`src/rtl/core/bst_pkg.sv`:
```
// ----------------------------------------------------------------------------
// bst_pkg: shared types and constants for the byte set table
// Request codes, default capacity and the per-cell control word.
// ----------------------------------------------------------------------------
package bst_pkg;

    localparam int MaxMembersDefault = 32;
    localparam int ElemW             = 8;
    localparam int CountOutW         = 6;

    typedef enum logic [1:0] {
        OP_INSERT = 2'd0,
        OP_DELETE = 2'd1,
        OP_LOOKUP = 2'd2,
        OP_CLEAR  = 2'd3
    } opcode_t;

    // Broadcast to every cell of the row
    typedef struct packed {
        logic             write_en;
        logic             shift_en;
        logic [ElemW-1:0] element;
    } cell_ctrl_t;

endpackage

```
`src/rtl/core/bst_if.sv`:
```
// ----------------------------------------------------------------------------
// bst_if: request and response channels of the byte set table
// Valid/ready handshake; a word moves when valid and ready are both high.
// ----------------------------------------------------------------------------
interface bst_req_if;
    logic       valid;
    logic       ready;
    logic [1:0] opcode;
    logic [7:0] element;

    modport source (output valid, output opcode, output element, input ready);
    modport sink   (input valid, input opcode, input element, output ready);
endinterface

interface bst_rsp_if;
    logic       valid;
    logic       ready;
    logic       found;
    logic [5:0] member_count;
    logic       is_empty;
    logic       is_full;
    logic       status;

    modport source (output valid, output found, output member_count,
                    output is_empty, output is_full, output status, input ready);
    modport sink   (input valid, input found, input member_count,
                    input is_empty, input is_full, input status, output ready);
endinterface

```
`src/rtl/core/bst_cell.sv`:
```
// ----------------------------------------------------------------------------
// bst_cell: one entry of the packed member row
// Holds one byte, compares it with the request and passes its byte down.
// ----------------------------------------------------------------------------
module bst_cell
    import bst_pkg::*;
#(
    parameter int CNT_W = 6,
    parameter int INDEX = 0
)
(
    input  logic                 clk,
    input  cell_ctrl_t           ctrl,
    input  logic [CNT_W-1:0]     count,
    input  logic                 match_in,
    input  logic [ElemW-1:0]     upper_value,
    output logic                 match_out,
    output logic [ElemW-1:0]     value
);

    logic [ElemW-1:0] entry_reg;
    logic [ElemW-1:0] entry_next;
    logic             live;
    logic             at_tail;

    assign live    = (CNT_W'(INDEX) < count);
    assign at_tail = (CNT_W'(INDEX) == count);

    // Match at or below this place: from here on the row closes the gap
    assign match_out = match_in | (live & (entry_reg == ctrl.element));
    assign value     = entry_reg;

    always_comb
    begin
        entry_next = entry_reg;
        if (ctrl.write_en && at_tail)
        begin
            entry_next = ctrl.element;
        end
        else if (ctrl.shift_en && match_out)
        begin
            entry_next = upper_value;
        end
    end

    always_ff @(posedge clk)
    begin
        entry_reg <= entry_next;
    end

endmodule

```
`src/rtl/core/byte_set_table.sv`:
```
// ----------------------------------------------------------------------------
// byte_set_table: set of distinct bytes held as a packed row with a count
// Insert, delete, lookup and clear; one response word per request word.
// ----------------------------------------------------------------------------
//  channel | dir | fields
//  req     | in  | opcode[1:0], element[7:0]
//  rsp     | out | found, member_count[5:0], is_empty, is_full, status
//
//  One request per cycle: every cell compares and shifts in the cycle the
//  request is taken, and the response is registered for the next cycle.
//  The count resets to zero; entries at and above the count never match.
//  A held response stalls the request side only when rsp.ready is low.
// ----------------------------------------------------------------------------
module byte_set_table
    import bst_pkg::*;
#(
    parameter int MAX_MEMBERS = MaxMembersDefault
)
(
    input  logic         clk,
    input  logic         rst_n,
    bst_req_if.sink      req,
    bst_rsp_if.source    rsp
);

    localparam int CNT_W = $clog2(MAX_MEMBERS + 1);

    logic [CNT_W-1:0]  count_reg;
    logic [CNT_W-1:0]  count_next;
    logic              rsp_valid_reg;
    logic              found_reg;
    logic [5:0]        member_count_reg;
    logic              is_empty_reg;
    logic              is_full_reg;
    logic              status_reg;

    logic              take;
    logic              hit;
    logic              full_now;
    logic              reject;
    opcode_t           op;
    cell_ctrl_t        ctrl;
    logic [CNT_W+5:0]  count_wide;

    logic [ElemW-1:0]  cell_value [MAX_MEMBERS];
    logic [ElemW-1:0]  cell_upper [MAX_MEMBERS];
    logic              match_chain [MAX_MEMBERS+1];

    assign req.ready = !rsp_valid_reg || rsp.ready;
    assign take      = req.valid && req.ready;
    assign op        = opcode_t'(req.opcode);
    assign full_now  = (count_reg == CNT_W'(MAX_MEMBERS));
    assign hit       = match_chain[MAX_MEMBERS];
    assign reject    = (op == OP_INSERT) && !hit && full_now;

    assign match_chain[0] = 1'b0;

    genvar gi;
    generate
        for (gi = 0; gi < MAX_MEMBERS; gi++)
        begin : g_cell
            if (gi == MAX_MEMBERS - 1)
            begin : g_top
                assign cell_upper[gi] = cell_value[gi];
            end
            else
            begin : g_mid
                assign cell_upper[gi] = cell_value[gi+1];
            end

            bst_cell #(
                .CNT_W (CNT_W),
                .INDEX (gi)
            ) u_cell (
                .clk         (clk),
                .ctrl        (ctrl),
                .count       (count_reg),
                .match_in    (match_chain[gi]),
                .upper_value (cell_upper[gi]),
                .match_out   (match_chain[gi+1]),
                .value       (cell_value[gi])
            );
        end
    endgenerate

    always_comb
    begin
        ctrl.write_en = 1'b0;
        ctrl.shift_en = 1'b0;
        ctrl.element  = req.element;
        count_next    = count_reg;
        unique case (op)
            OP_INSERT:
            begin
                if (take && !hit && !full_now)
                begin
                    ctrl.write_en = 1'b1;
                    count_next    = count_reg + CNT_W'(1);
                end
            end
            OP_DELETE:
            begin
                ctrl.shift_en = take;
                if (take && hit)
                begin
                    count_next = count_reg - CNT_W'(1);
                end
            end
            OP_LOOKUP:
            begin
            end
            OP_CLEAR:
            begin
                if (take)
                begin
                    count_next = '0;
                end
            end
            default:
            begin
            end
        endcase
    end

    // Widen before cutting to the 6-bit field; a count above 63 keeps its low six bits
    assign count_wide = {6'd0, count_next};

    always_ff @(posedge clk or negedge rst_n)
    begin
        if (!rst_n)
        begin
            count_reg     <= '0;
            rsp_valid_reg <= 1'b0;
        end
        else
        begin
            count_reg <= count_next;
            if (take)
            begin
                rsp_valid_reg <= 1'b1;
            end
            else if (rsp.ready)
            begin
                rsp_valid_reg <= 1'b0;
            end
        end
    end

    always_ff @(posedge clk)
    begin
        if (take)
        begin
            found_reg        <= hit;
            member_count_reg <= count_wide[5:0];
            is_empty_reg     <= (count_next == '0);
            is_full_reg      <= (count_next == CNT_W'(MAX_MEMBERS));
            status_reg       <= reject;
        end
    end

    assign rsp.valid        = rsp_valid_reg;
    assign rsp.found        = found_reg;
    assign rsp.member_count = member_count_reg;
    assign rsp.is_empty     = is_empty_reg;
    assign rsp.is_full      = is_full_reg;
    assign rsp.status       = status_reg;

endmodule
```
`src/flat_wrapper.sv`:
```
// flat-port wrapper written by rule: the top's interface ports become plain ports
module byte_set_table_flat import bst_pkg::*;
#(
    parameter int MAX_MEMBERS = MaxMembersDefault
)
  (clk, rst_n, req_valid, req_opcode, req_element, req_ready, rsp_valid, rsp_found, rsp_member_count, rsp_is_empty, rsp_is_full, rsp_status, rsp_ready);
  bst_req_if req_i ();
  bst_rsp_if rsp_i ();
  input  logic clk;
  input  logic rst_n;
  input wire logic [$bits(req_i.valid)-1:0] req_valid;
  input wire logic [$bits(req_i.opcode)-1:0] req_opcode;
  input wire logic [$bits(req_i.element)-1:0] req_element;
  output wire logic [$bits(req_i.ready)-1:0] req_ready;
  output wire logic [$bits(rsp_i.valid)-1:0] rsp_valid;
  output wire logic [$bits(rsp_i.found)-1:0] rsp_found;
  output wire logic [$bits(rsp_i.member_count)-1:0] rsp_member_count;
  output wire logic [$bits(rsp_i.is_empty)-1:0] rsp_is_empty;
  output wire logic [$bits(rsp_i.is_full)-1:0] rsp_is_full;
  output wire logic [$bits(rsp_i.status)-1:0] rsp_status;
  input wire logic [$bits(rsp_i.ready)-1:0] rsp_ready;
  assign req_i.valid = req_valid;
  assign req_i.opcode = req_opcode;
  assign req_i.element = req_element;
  assign req_ready = req_i.ready;
  assign rsp_valid = rsp_i.valid;
  assign rsp_found = rsp_i.found;
  assign rsp_member_count = rsp_i.member_count;
  assign rsp_is_empty = rsp_i.is_empty;
  assign rsp_is_full = rsp_i.is_full;
  assign rsp_status = rsp_i.status;
  assign rsp_i.ready = rsp_ready;
  byte_set_table #(.MAX_MEMBERS(MAX_MEMBERS)) u_core (.clk(clk), .rst_n(rst_n), .req(req_i), .rsp(rsp_i));
endmodule
```
`config.mk`:
```
export PLATFORM = sky130hd
export DESIGN_NAME = byte_set_table_flat
export DESIGN_NICKNAME = d
export VERILOG_FILES = /design/src/rtl/core/bst_pkg.sv /design/src/rtl/core/bst_if.sv /design/src/rtl/core/bst_cell.sv /design/src/rtl/core/byte_set_table.sv /design/src/flat_wrapper.sv
export SDC_FILE = /design/constraint.sdc
export NUM_CORES = 1
export LEC_CHECK = 0
export BUFFER_PORTS_ARGS = -buffer_cell sky130_fd_sc_hd__clkbuf_2
export CAP_MARGIN = 5
export CORE_AREA = 5 5 169 171
export CTS_BUF_LIST = sky130_fd_sc_hd__clkbuf_8
export DETAILED_ROUTE_END_ITERATION = 7
export DIE_AREA = 0 0 174 176
export GPL_ROUTABILITY_DRIVEN = 1
export HOLD_SLACK_MARGIN = 0.03
export PLACE_DENSITY = 0.76
export SLEW_MARGIN = 40
export SYNTH_ARGS = -nofsm -noshare
export SYNTH_HDL_FRONTEND = slang
export SYNTH_SLANG_ARGS = --single-unit
```
`constraint.sdc`:
```
create_clock -name clk -period 4.9 [get_ports clk]
set_input_delay 0.49 -clock clk [delete_from_list [all_inputs] [get_ports clk]]
set_output_delay 0.49 -clock clk [all_outputs]
set_load 0.02 [all_outputs]
```
Word-level counts from Yosys, hierarchy flattened

Cells that the tools add are included.

$add $sub $neg: 2
Order comparisons: 32
Equal/unequal tests: 67
Muxes and demuxes: 71
Bitwise gates (word level): 63
Reductions and logical operators: 108

Operators with widths:

| kind                                                                 | count |
|---|---|
| 8-bit 2-to-1 mux                                                     | 62 |
| 8-bit == test                                                        | 32 |
| 5-bit by 6-bit == test with 1-bit output (first input constant)      | 16 |
| 5-bit by 6-bit < comparator with 1-bit output (first input constant) | 16 |
| 1-bit logical AND                                                    | 69 |
| 2-bit nonzero test                                                   | 32 |
| 4-bit by 6-bit == test with 1-bit output (first input constant)      | 8 |
| 4-bit by 6-bit < comparator with 1-bit output (first input constant) | 8 |
| 1-bit bitwise AND                                                    | 32 |
| 1-bit OR                                                             | 31 |
| 3-bit by 6-bit == test with 1-bit output (first input constant)      | 4 |
| 3-bit by 6-bit < comparator with 1-bit output (first input constant) | 4 |
| 6-bit 2-to-1 mux                                                     | 3 |
| 6-bit one-hot mux with 3 select lines                                | 1 |
| 2-bit by 6-bit == test with 1-bit output (first input constant)      | 2 |
| 6-bit == test (second input constant)                                | 2 |
| 6-bit logical NOT                                                    | 2 |
| 1-bit by 6-bit < comparator with 1-bit output (first input constant) | 2 |
| 2-bit by 6-bit < comparator with 1-bit output (first input constant) | 2 |
| 6-bit by 1-bit adder with 6-bit output (second input constant)       | 1 |
| 1-bit by 6-bit == test with 1-bit output (first input constant)      | 1 |
| 6-bit by 1-bit subtractor with 6-bit output (second input constant)  | 1 |
| 1-bit 2-to-1 mux                                                     | 5 |
| 1-bit logical NOT                                                    | 3 |
| 4 further kinds                                                      | 4 |

Flip-flop bits (word level): 273
Output and inout port bits: 12

Longest topological paths before layout

Gate-level depths: netlist of the first run.

Depth after elaboration: 40
Mapped depth: 16
Depth with buffers taken out: 13

Hierarchy

From an unflattened synthesis of the first run, not the netlist that was laid out.

Cells, all modules: 1168
Area, all modules: 16618.4 um^2

By module, submodules not included:

| module                                  | times used | cells each | area each (um^2) | seq. area each (um^2) |
|---|---|---|---|---|
| byte_set_table                          | 1          | 98         | 1059.8           | 475.5 |
| bst_cell (u_core.g_cell[20].u_cell ...) | 2          | 34         | 483.0            | 240.2 |
| bst_cell (u_core.g_cell[28].u_cell)     | 1          | 35         | 533.0            | 240.2 |
| bst_cell (u_core.g_cell[17].u_cell)     | 1          | 35         | 530.5            | 240.2 |
| bst_cell (u_core.g_cell[7].u_cell)      | 1          | 34         | 529.3            | 240.2 |
| bst_cell (u_core.g_cell[6].u_cell)      | 1          | 33         | 509.2            | 240.2 |
| bst_cell (u_core.g_cell[22].u_cell)     | 1          | 34         | 506.7            | 240.2 |
| bst_cell (u_core.g_cell[12].u_cell)     | 1          | 35         | 504.2            | 240.2 |
| bst_cell (u_core.g_cell[8].u_cell)      | 1          | 33         | 504.2            | 240.2 |
| bst_cell (u_core.g_cell[10].u_cell)     | 1          | 36         | 503.0            | 240.2 |
| bst_cell (u_core.g_cell[24].u_cell)     | 1          | 33         | 495.5            | 240.2 |
| bst_cell (u_core.g_cell[14].u_cell)     | 1          | 33         | 491.7            | 240.2 |
| bst_cell (u_core.g_cell[19].u_cell)     | 1          | 37         | 488.0            | 240.2 |
| bst_cell (u_core.g_cell[21].u_cell)     | 1          | 34         | 485.5            | 240.2 |
| 18 more rows                            | n/a        | n/a        | n/a              | n/a |

Worst setup path before layout of the first run

No wires, ideal clock.

Kind: input-to-reg
Start: input port req_element[0]
End: register u_core.g_cell[2].u_cell.entry_reg[0], enable pin
Setup time: 0.384 ns
Data arrival time: 3.259 ns
Path slack: 1.257 ns
Stages on the path: 12
Path through: buf_4 -> buf_4 -> buf_6 -> xor2_1 -> nor4_1 -> a31o_2 -> nor4_2 -> nand4_4 -> nor3_2 -> buf_2 -> nand4_1 -> o21ai_0

Cells in the longest elaborated chain, start to end: 40

RTL lines:

| element                          | RTL line             | text |
|---|---|---|
| start, declared                  | flat_wrapper.sv:13   | `input wire logic [$bits(req_i.element)-1:0] req_element;` |
| 8-bit == test                    | bst_cell.sv:30       | `assign match_out = match_in \| (live & (entry_reg == ctrl.element));` |
| 1-bit bitwise AND                | bst_cell.sv:30       |  |
| 1-bit OR (31 in a row)           | bst_cell.sv:30       |  |
| 1-bit logical NOT                | byte_set_table.sv:95 | `if (take && !hit && !full_now)` |
| 1-bit logical AND (2 in a row)   | byte_set_table.sv:95 |  |
| 1-bit 2-to-1 mux                 | byte_set_table.sv:95 |  |
| 1-bit 2-to-1 mux                 | byte_set_table.sv:92 | `unique case (op)` |
| 1-bit logical AND                | bst_cell.sv:36       | `if (ctrl.write_en && at_tail)` |
| 2-bit nonzero test (no line) (*) | n/a                  |  |
| end signal, assigned             | bst_cell.sv:48       | `entry_reg <= entry_next;` |
| end, declared                    | bst_cell.sv:21       | `logic [ElemW-1:0] entry_reg;` |

Every way passes the cells marked *; elsewhere a longest branch is shown, timed or not.
A chain may end at the register's enable or synchronous reset.

Worst setup path after layout of the first run

Start: register u_core.count_reg[3]
End: register u_core.is_full_reg (netlist: u_core.rsp.is_full) (data pin)

Cells in the longest elaborated chain, start to end: 39

RTL lines:

| element                                       | RTL line              | text |
|---|---|---|
| start, declared                               | byte_set_table.sv:28  | `logic [CNT_W-1:0] count_reg;` |
| start signal, assigned                        | byte_set_table.sv:137 | `count_reg <= count_next;` |
| 1-bit by 6-bit < comparator with 1-bit output | bst_cell.sv:26        | `assign live = (CNT_W'(INDEX) < count);` |
| 1-bit bitwise AND                             | bst_cell.sv:30        |  |
| 1-bit OR (31 in a row)                        | bst_cell.sv:30        |  |
| 1-bit logical NOT                             | byte_set_table.sv:95  |  |
| 1-bit logical AND (2 in a row)                | byte_set_table.sv:95  |  |
| 6-bit 2-to-1 mux                              | byte_set_table.sv:95  |  |
| 6-bit one-hot mux with 3 select lines (*)     | byte_set_table.sv:92  |  |
| 6-bit == test (*)                             | byte_set_table.sv:156 | `is_full_reg <= (count_next == CNT_W'(MAX_MEMBERS));` |
| end signal, assigned                          | byte_set_table.sv:156 |  |
| end, declared                                 | byte_set_table.sv:34  | `logic is_full_reg;` |

Marks and branches as above.

==> results.md, run 1 <==
- Clock share of power: 36.0%
- Critical path class: reg -> reg
- Synth Instances: 1213
- Clock latency on the worst-skew pair: 0.58 ns
- Clock root buffer: clkbuf_8
- Detailed Route Iter0 Violations: 926
- Clock slew at reported path FFs: 0.06 ns
- Pre-antenna DRT Iters: 5
- # setup viols final: 0
- Cell Rows: 60
- Psw: 1.43 mW
- Die H: 176 um
- Post-Place Cells: 1550
- Setup Buffers After CTS: 0
- Final Slew Violations: 0
- Area of the multi-input gates: 0.00728 sq mm
- Synthesized area: 0.0159 sq mm
- Seq/Total Area, Yosys: 51.2%
- Total track usage: 25.0%
- Number of library cell types mapped by synthesis: 68
- Max capacitance violation total: 0
- Synth top area share: 50.1%
- Final std cells w/o fill: 1631
- Worst R2R Setup Slack: 0.44 ns
- Max rail drop VDD: 0.000199 V
- Total number of vias: 10200
- Nature of the critical path startpoint: flip-flop
- Synth area leader: edfxtp_1
- CP endpoint kind: flip-flop
- P_int: 3.75 mW
- Routed length per instance: 23.6 um
- RSZ-0062 raised after global routing: no
- Layout Skew: 0.0435 ns
- H-tree levels: 2
- Global-route wire length before repair: 60600 um
- TritonCTS Sinks: 273
- Average size of a mapped cell: 13.1 sq um
- Sequential Power Share: 50.3%
- Setup TNS: 0 ns
- Initial antenna violation count: 1
- Sw frac: 27.6%
- Crit path time final: 4.46 ns
- Filler cells: 1987
- EDFF count, synth: 266
- Hold_buf cts: 1
- Antenna Cells: 0
- Warnings from Yosys: 0
- Chip Width: 174 um
- Relative slew slack: 41.3%
- CTS Buf Count: 47
- Fin nets: 1278
- PortBufs: 25
- WP data arrival: 4.79 ns
- Largest net degree at the start of global routing: 43
- Share of layout cells above drive strength 1: 32.3%
- Max FFs per register: 256
- Max Buffers Root-to-Sink: 3
- Syn_nets: 1232
- CTS tree: built
- Top Ports: 26
- Placer congestion estimate: 0.983
- Initial core utilization: 59.6%
- WL final: 38500 um
- Number of global-route vias before repair: 10500
- Post-synth ARST share: 2.56%
- CP Max Fanout: 20
- Grt total ovfl: 0
- Outcome: completed
- Final ANT Viol Nets: 0
- Post-CTS sizing: 0
- #FFs+latches synth: 273
- Leak pwr: 5.97 nW
- Core box area: 0.0267 sq mm
- Vias/cell: 6.26
- Die ar.: 0.0306 sq mm
- Power Dens Cells: 298 mW/mm^2
- Most frequent cells after synthesis: edfxtp_1, mux2_2, xor2_1, xnor2_1, clkbuf_1
- Post-DP HPWL: 26900 um
- FF/Latch Area: 0.00816 sq mm
- Final Hold Viols: 0
- Min-Delay Path Class: in -> reg
- Most common cell in the netlist: edfxtp_1
- Actual slew at the worst max-slew pin: 0.874 ns
- Residual DRC: 0
- Post-layout util: 65.0%
- Predominant post-synthesis flop cell: edfxtp_1
- Comb pwr share: 13.7%
- Area growth syn-to-layout: 8.97%
- FMAX: 224 MHz
- Critical path required time: 5.23 ns
- Fin crit share: 91.0%
- Top post-synthesis cells by area: edfxtp_1, mux2_2, xor2_1, xnor2_1, nand4_1
-- cell type report --
type	count	area share [%]
timing repair buffer	83	3.82
sequential	273	47.0
tap	341	2.46
inverter	8	0.173
clock buffer	47	3.72
multi-input combinational	846	41.9
clock inverter	33	0.937
-- cells by family (layout without fill, tap and decap cells) --
| family | Yosys count | count (layout) | synth area share (%) |
|---|---|---|---|
| buffers and inverters | 94 | 171 | 3.18 |
| AOI/OAI and AO/OA | 85 | 85 | 3.52 |
| DFF | 273 | 273 | 51.2 |
| xor gates and xnor gates | 256 | 256 | 14.1 |
| and+or+nand+nor | 249 | 249 | 9.90 |
| muxes | 251 | 251 | 17.7 |
| adders and majority gates | 5 | 5 | 0.393 |
-- through the flow --
step | cell area, sq um | power, mW | setup slack [ns] | hold slack (ns)
6_report | 17400 | 5.18 | 0.443 | 0.138
5_1_grt | 17400 | 5.37 | 0.302 | 0.139
4_1_cts | 17400 | 5.18 | 0.526 | 0.125
3_5_place_dp | 16500 | 3.34 | 0.509 | 0.354
3_3_place_gp | 16500 | 3.33 | 0.392 | 0.350
2_1_floorplan | 15900 | 3.11 | 1.26 | 0.194
-- critical path: stages (launching register included) --
cell      delay (ns)
dfrtp_1         0.51
buf_4           0.27
or4b_1          0.68
o211ai_1        0.27
nor3_1          0.13
a31oi_1         0.14
and3_1          0.27
nand4_4         0.18
nor2_4          0.29
inv_2           0.25
o41ai_1         0.59
o211ai_1        0.17
nor4b_1         0.44
-- path summary, 6_finish.rpt --
check	startpoint	to	cells past startpoint
max in group asynchronous	rst_n	u_core.rsp.valid$_DFFE_PN0P_	2
setup / recovery	u_core.count_reg[3]$_DFF_PN0_	u_core.rsp.is_full$_DFFE_PP_	12
hold reg to reg	u_core.rsp.valid$_DFFE_PN0P_	u_core.rsp.valid$_DFFE_PN0P_	2
setup reg to reg	u_core.count_reg[3]$_DFF_PN0_	u_core.rsp.is_full$_DFFE_PP_	12
min in group asynchronous	rst_n	u_core.count_reg[0]$_DFF_PN0_	2
hold / removal	req_valid	u_core.rsp.valid$_DFFE_PN0P_	2
-- routing by layer --
layer	GRT usage [%]	vias up	routed length [um]
met5	0	-	0
met4	8.84	0	1460
met3	5.10	109	2870
met2	40.8	463	18200
met1	33.4	5017	16000
li1	-	4622	-
-- power by group through the flow --
| stage | Sequential (mW) | Clock, mW | Combinational, mW |
|---|---|---|---|
| finish | 2.60 | 1.86 | 0.711 |
| global route | 2.60 | 2.02 | 0.747 |
| CTS | 2.60 | 1.89 | 0.695 |
| detailed placement | 2.65 | 0 | 0.688 |
| global placement | 2.65 | 0 | 0.677 |
| floorplan | 2.65 | 0 | 0.463 |
-- placed cells by master (no fill, tap or decap), types with 23 or more instances in the layout --
cell type and instances:
edfxtp_1 266, mux2_2 241, xor2_1 132, xnor2_1 124, buf_4 49, clkbuf_8 47, nand2_1 36, nor4_1 35
nand4_1 35, inv_1 25, nor2_1 24, nand3_1 23
Power figures use the tool's default switching activity.
==> run 2, diff against run 1 <==
--- a/config.mk
+++ b/config.mk
@@ -5,16 +5,18 @@
 export SDC_FILE = /design/constraint.sdc
 export NUM_CORES = 1
 export LEC_CHECK = 0
+export ABC_AREA = 1
 export BUFFER_PORTS_ARGS = -buffer_cell sky130_fd_sc_hd__clkbuf_2
 export CAP_MARGIN = 5
-export CORE_AREA = 5 5 169 171
+export CORE_AREA = 5 5 170 172
 export CTS_BUF_LIST = sky130_fd_sc_hd__clkbuf_8
 export DETAILED_ROUTE_END_ITERATION = 7
-export DIE_AREA = 0 0 174 176
+export DIE_AREA = 0 0 175 177
 export GPL_ROUTABILITY_DRIVEN = 1
 export HOLD_SLACK_MARGIN = 0.03
-export PLACE_DENSITY = 0.76
+export PLACE_DENSITY = 0.75
 export SLEW_MARGIN = 40
 export SYNTH_ARGS = -nofsm -noshare
 export SYNTH_HDL_FRONTEND = slang
 export SYNTH_SLANG_ARGS = --single-unit
+export TNS_END_PERCENT = 100
==> results.md, run 2 <==
- Outcome: completed (unchanged)
- Share of layout cells above drive strength 1: 17.6% (was 32.3%)
- Actual slew at the worst max-slew pin: 0.800 ns (was 0.874 ns)
- Clock latency on the worst-skew pair: 0.57 ns (was 0.58 ns)
- Most frequent cells after synthesis: nand2_1, edfxtp_1, o21ai_1, o21ai_0, xor2_1 (was edfxtp_1, mux2_2, xor2_1, xnor2_1, clkbuf_1)
- Residual DRC: 0 (unchanged)
- H-tree levels: 2 (unchanged)
- Seq/Total Area, Yosys: 51.1% (was 51.2%)
- Commonest non-fill, non-tap cell in the layout: nand2_1 (was edfxtp_1)
- Vias/cell: 5.95 (was 6.26)
- Routed length per instance: 20.4 um (was 23.6 um)
- Psw: 1.66 mW (was 1.43 mW)
- Pre-antenna DRT Iters: 5 (unchanged)
- Synth area leader: edfxtp_1 (unchanged)
- Global-route wire length before repair: 67900 um (was 60600 um)
- Chip Width: 175 um (was 174 um)
- Sequential Power Share: 47.3% (was 50.3%)
- Setup TNS: 0 ns (unchanged)
- Global route hottest layer: met2 (unchanged)
- Max Buffers Root-to-Sink: 3 (unchanged)
- Antenna Cells: 0 (unchanged)
- Detailed Route Iter0 Violations: 1440 (was 926)
- Delay of the slowest critical-path stage: 0.44 ns (was 0.68 ns)
- Power Dens Cells: 308 mW/mm^2 (was 298 mW/mm^2)
- Top Ports: 26 (unchanged)
- Sw frac: 29.9% (was 27.6%)
- Routing usage on met3: 5.49% (was 5.10%)
- Crit path time final: 4.74 ns (was 4.46 ns)
- TritonCTS Sinks: 273 (unchanged)
- Placer congestion estimate: 0.981 (was 0.983)
- PnR worst setup slack: 0.159 ns (was 0.443 ns)
- Number of global-route vias before repair: 12600 (was 10500)
- CP max stage cell: dfrtp_1 (was or4b_1)
- CTS tree: built (unchanged)
- FMAX: 211 MHz (was 224 MHz)
- Synthesized area: 0.0160 sq mm (was 0.0159 sq mm)
- Critical path class: reg -> reg (unchanged)
- Die H: 177 um (was 176 um)
- WP data arrival: 5.08 ns (was 4.79 ns)
- Initial antenna violation count: 0 (was 1)
- Min-Delay Path Class: in -> reg (unchanged)
- Most used cell, CP: nor2_4 (was o211ai_1)
- Worst hold slack: 0.199 ns (was 0.138 ns)
- # setup viols final: 0 (unchanged)
- Final Slew Violations: 0 (unchanged)
- Predominant post-synthesis flop cell: edfxtp_1 (unchanged)
- Initial core utilization: 58.4% (was 59.6%)
- Syn_nets: 1707 (was 1232)
- Final ANT Viol Nets: 0 (unchanged)
- Top post-synthesis cells by area: edfxtp_1, nand2_1, xor2_1, o21ai_1, xnor2_1 (was edfxtp_1, mux2_2, xor2_1, xnor2_1, nand4_1)
- Grt total ovfl: 0 (unchanged)
- Synth top area share: 50.0% (was 50.1%)
- Critical path required time: 5.24 ns (was 5.23 ns)
- Die ar.: 0.0310 sq mm (was 0.0306 sq mm)
- Area growth syn-to-layout: 12.9% (was 8.97%)
- Post-layout util: 65.9% (was 65.0%)
- P_int: 3.89 mW (was 3.75 mW)
- PortBufs: 25 (unchanged)
- Fin crit share: 96.7% (was 91.0%)
- Total number of vias: 12900 (was 10200)
- Met2 Usage GRT: 46.8% (was 40.8%)
- Pre-CTS setup slack: -0.0478 ns (was 0.509 ns)
- Final Hold Viols: 0 (unchanged)
- Max rail drop VDD: 0.000249 V (was 0.000199 V)
- Largest net degree at the start of global routing: 45 (was 43)
- Comb pwr share: 18.4% (was 13.7%)
- Met1 GRT Util: 36.3% (was 33.4%)
- Clock slew at reported path FFs: 0.06 ns (about the same)
- Warnings from Yosys: 0 (unchanged)
- CTS Buf Count: 45 (was 47)
- Clock root buffer: clkbuf_8 (unchanged)
- Clock share of power: 34.3% (was 36.0%)
- Average size of a mapped cell: 9.46 sq um (was 13.1 sq um)
- Number of library cell types mapped by synthesis: 50 (was 68)
- Relative slew slack: 46.2% (was 41.3%)
- WL final: 44100 um (was 38500 um)
- RSZ-0062 raised after global routing: yes (was no)
- #FFs+latches synth: 273 (unchanged)
- Max capacitance violation total: 0 (unchanged)
- Post-DP HPWL: 30700 um (was 26900 um)
- Cell Rows: 61 (was 60)
- Most common cell in the netlist: nand2_1 (was edfxtp_1)
- EDFF count, synth: 266 (unchanged)
- Nature of the critical path startpoint: flip-flop (unchanged)
- CP endpoint kind: flip-flop (unchanged)
- Synth Instances: 1688 (was 1213)
- CP Max Fanout: 16 (was 20)
- Post-synth ARST share: 2.56% (unchanged)
- Total track usage: 28.0% (was 25.0%)
- Max FFs per register: 256 (unchanged)
- Leak pwr: 7.30 nW (was 5.97 nW)
- Commonest cells after routing, fill and taps aside: nand2_1, edfxtp_1, o21ai_1, buf_4 (was edfxtp_1, mux2_2, xor2_1, xnor2_1, buf_4)
- Layout Skew: 0.0198 ns (was 0.0435 ns)
- Fin nets: 1805 (was 1278)
- Core box area: 0.0273 sq mm (was 0.0267 sq mm)
## run 2: cell count changes in the layout (fill, tap and decap cells not counted), moves of 50 or more
cell	change
o21ai_0	+99
xnor2_1	-50
buf_4	+67
inv_1	+56
o21ai_1	+154
mux2_2	-241
nand2_1	+391
## run 2: through the flow
step	instance area, sq um	std cells	total power [mW]
2_1_floorplan	16000	1688	3.25
3_3_place_gp	16900	2074	3.61
3_5_place_dp	16900	2074	3.62
4_1_cts	17800	2155	5.51
5_1_grt	18000	2163	5.75
6_report	18000	2163	5.56
## run 2: power groups by stage
stage | Sequential, mW | Combinational (mW) | Clock, mW
floorplan | 2.66 | 0.584 | 0
global placement | 2.67 | 0.940 | 0
detailed placement | 2.67 | 0.950 | 0
CTS | 2.62 | 0.960 | 1.92
global route | 2.63 | 1.07 | 2.05
finish | 2.63 | 1.02 | 1.91
## run 2: what timing repair did
action / 4_1_cts / 5_1_grt
hold buffers: 1 / 0
hold endpoints to repair: 7 / 0
resized for setup: 3 / 33
pin swaps: 1 / 4
setup endpoints to repair: 67 / 508
setup buffers: 2 / 7
cloned: 0 / 1
## run 2: cell families after synthesis
logic type,count (synthesis),synth area share (%)
buffers and inverters,189,5.60
AND/OR/NAND/NOR,714,22.0
XOR/XNOR,189,10.4
adder cells (fa/ha/maj),5,0.392
AO/OA/AOI/OAI,318,10.5
flip-flops,273,51.1
## run 2: critical path: cells and delay by family, from the launching register on
kind | cells | cell delay (ns)
AOI/OAI and AO/OA | 2 | 0.45
adders and majority gates | 1 | 0.17
buffers and inverters | 3 | 0.61
DFF | 1 | 0.44
and+or+nand+nor | 22 | 2.83
## run 2: final timing paths
check,endpoint,cells past startpoint,start,slack [ns]
max in group asynchronous,u_core.count_reg[5]$_DFF_PN0_,2,rst_n,4.39
min in group asynchronous,u_core.rsp.valid$_DFFE_PN0P_,2,rst_n,0.30
min reg2reg,u_core.rsp.valid$_DFFE_PN0P_,2,u_core.rsp.valid$_DFFE_PN0P_,0.53
min,u_core.rsp.valid$_DFFE_PN0P_,4,rsp_ready,0.20
max reg2reg,u_core.g_cell[30].u_cell.value[5]$_DFFE_PP_,28,u_core.count_reg[0]$_DFF_PN0_,0.16
max,u_core.g_cell[30].u_cell.value[5]$_DFFE_PP_,28,u_core.count_reg[0]$_DFF_PN0_,0.16
## run 2: final cells by class
type                    count  area, sq um
flip-flops and latches    273         8170
fillers                  2132         9310
clock inverters            32          185
clock buffers              46          633
inverters                  82          319
well taps                 346          433
multi-input cells        1226         7000
repair buffers            158         1280
## run 2: per-layer routing
metal | up-vias | part of all wire, %
met5 | - | 0
met4 | 0 | 3.7
met3 | 138 | 8.9
met2 | 622 | 48
met1 | 6127 | 40
li1 | 5992 | -
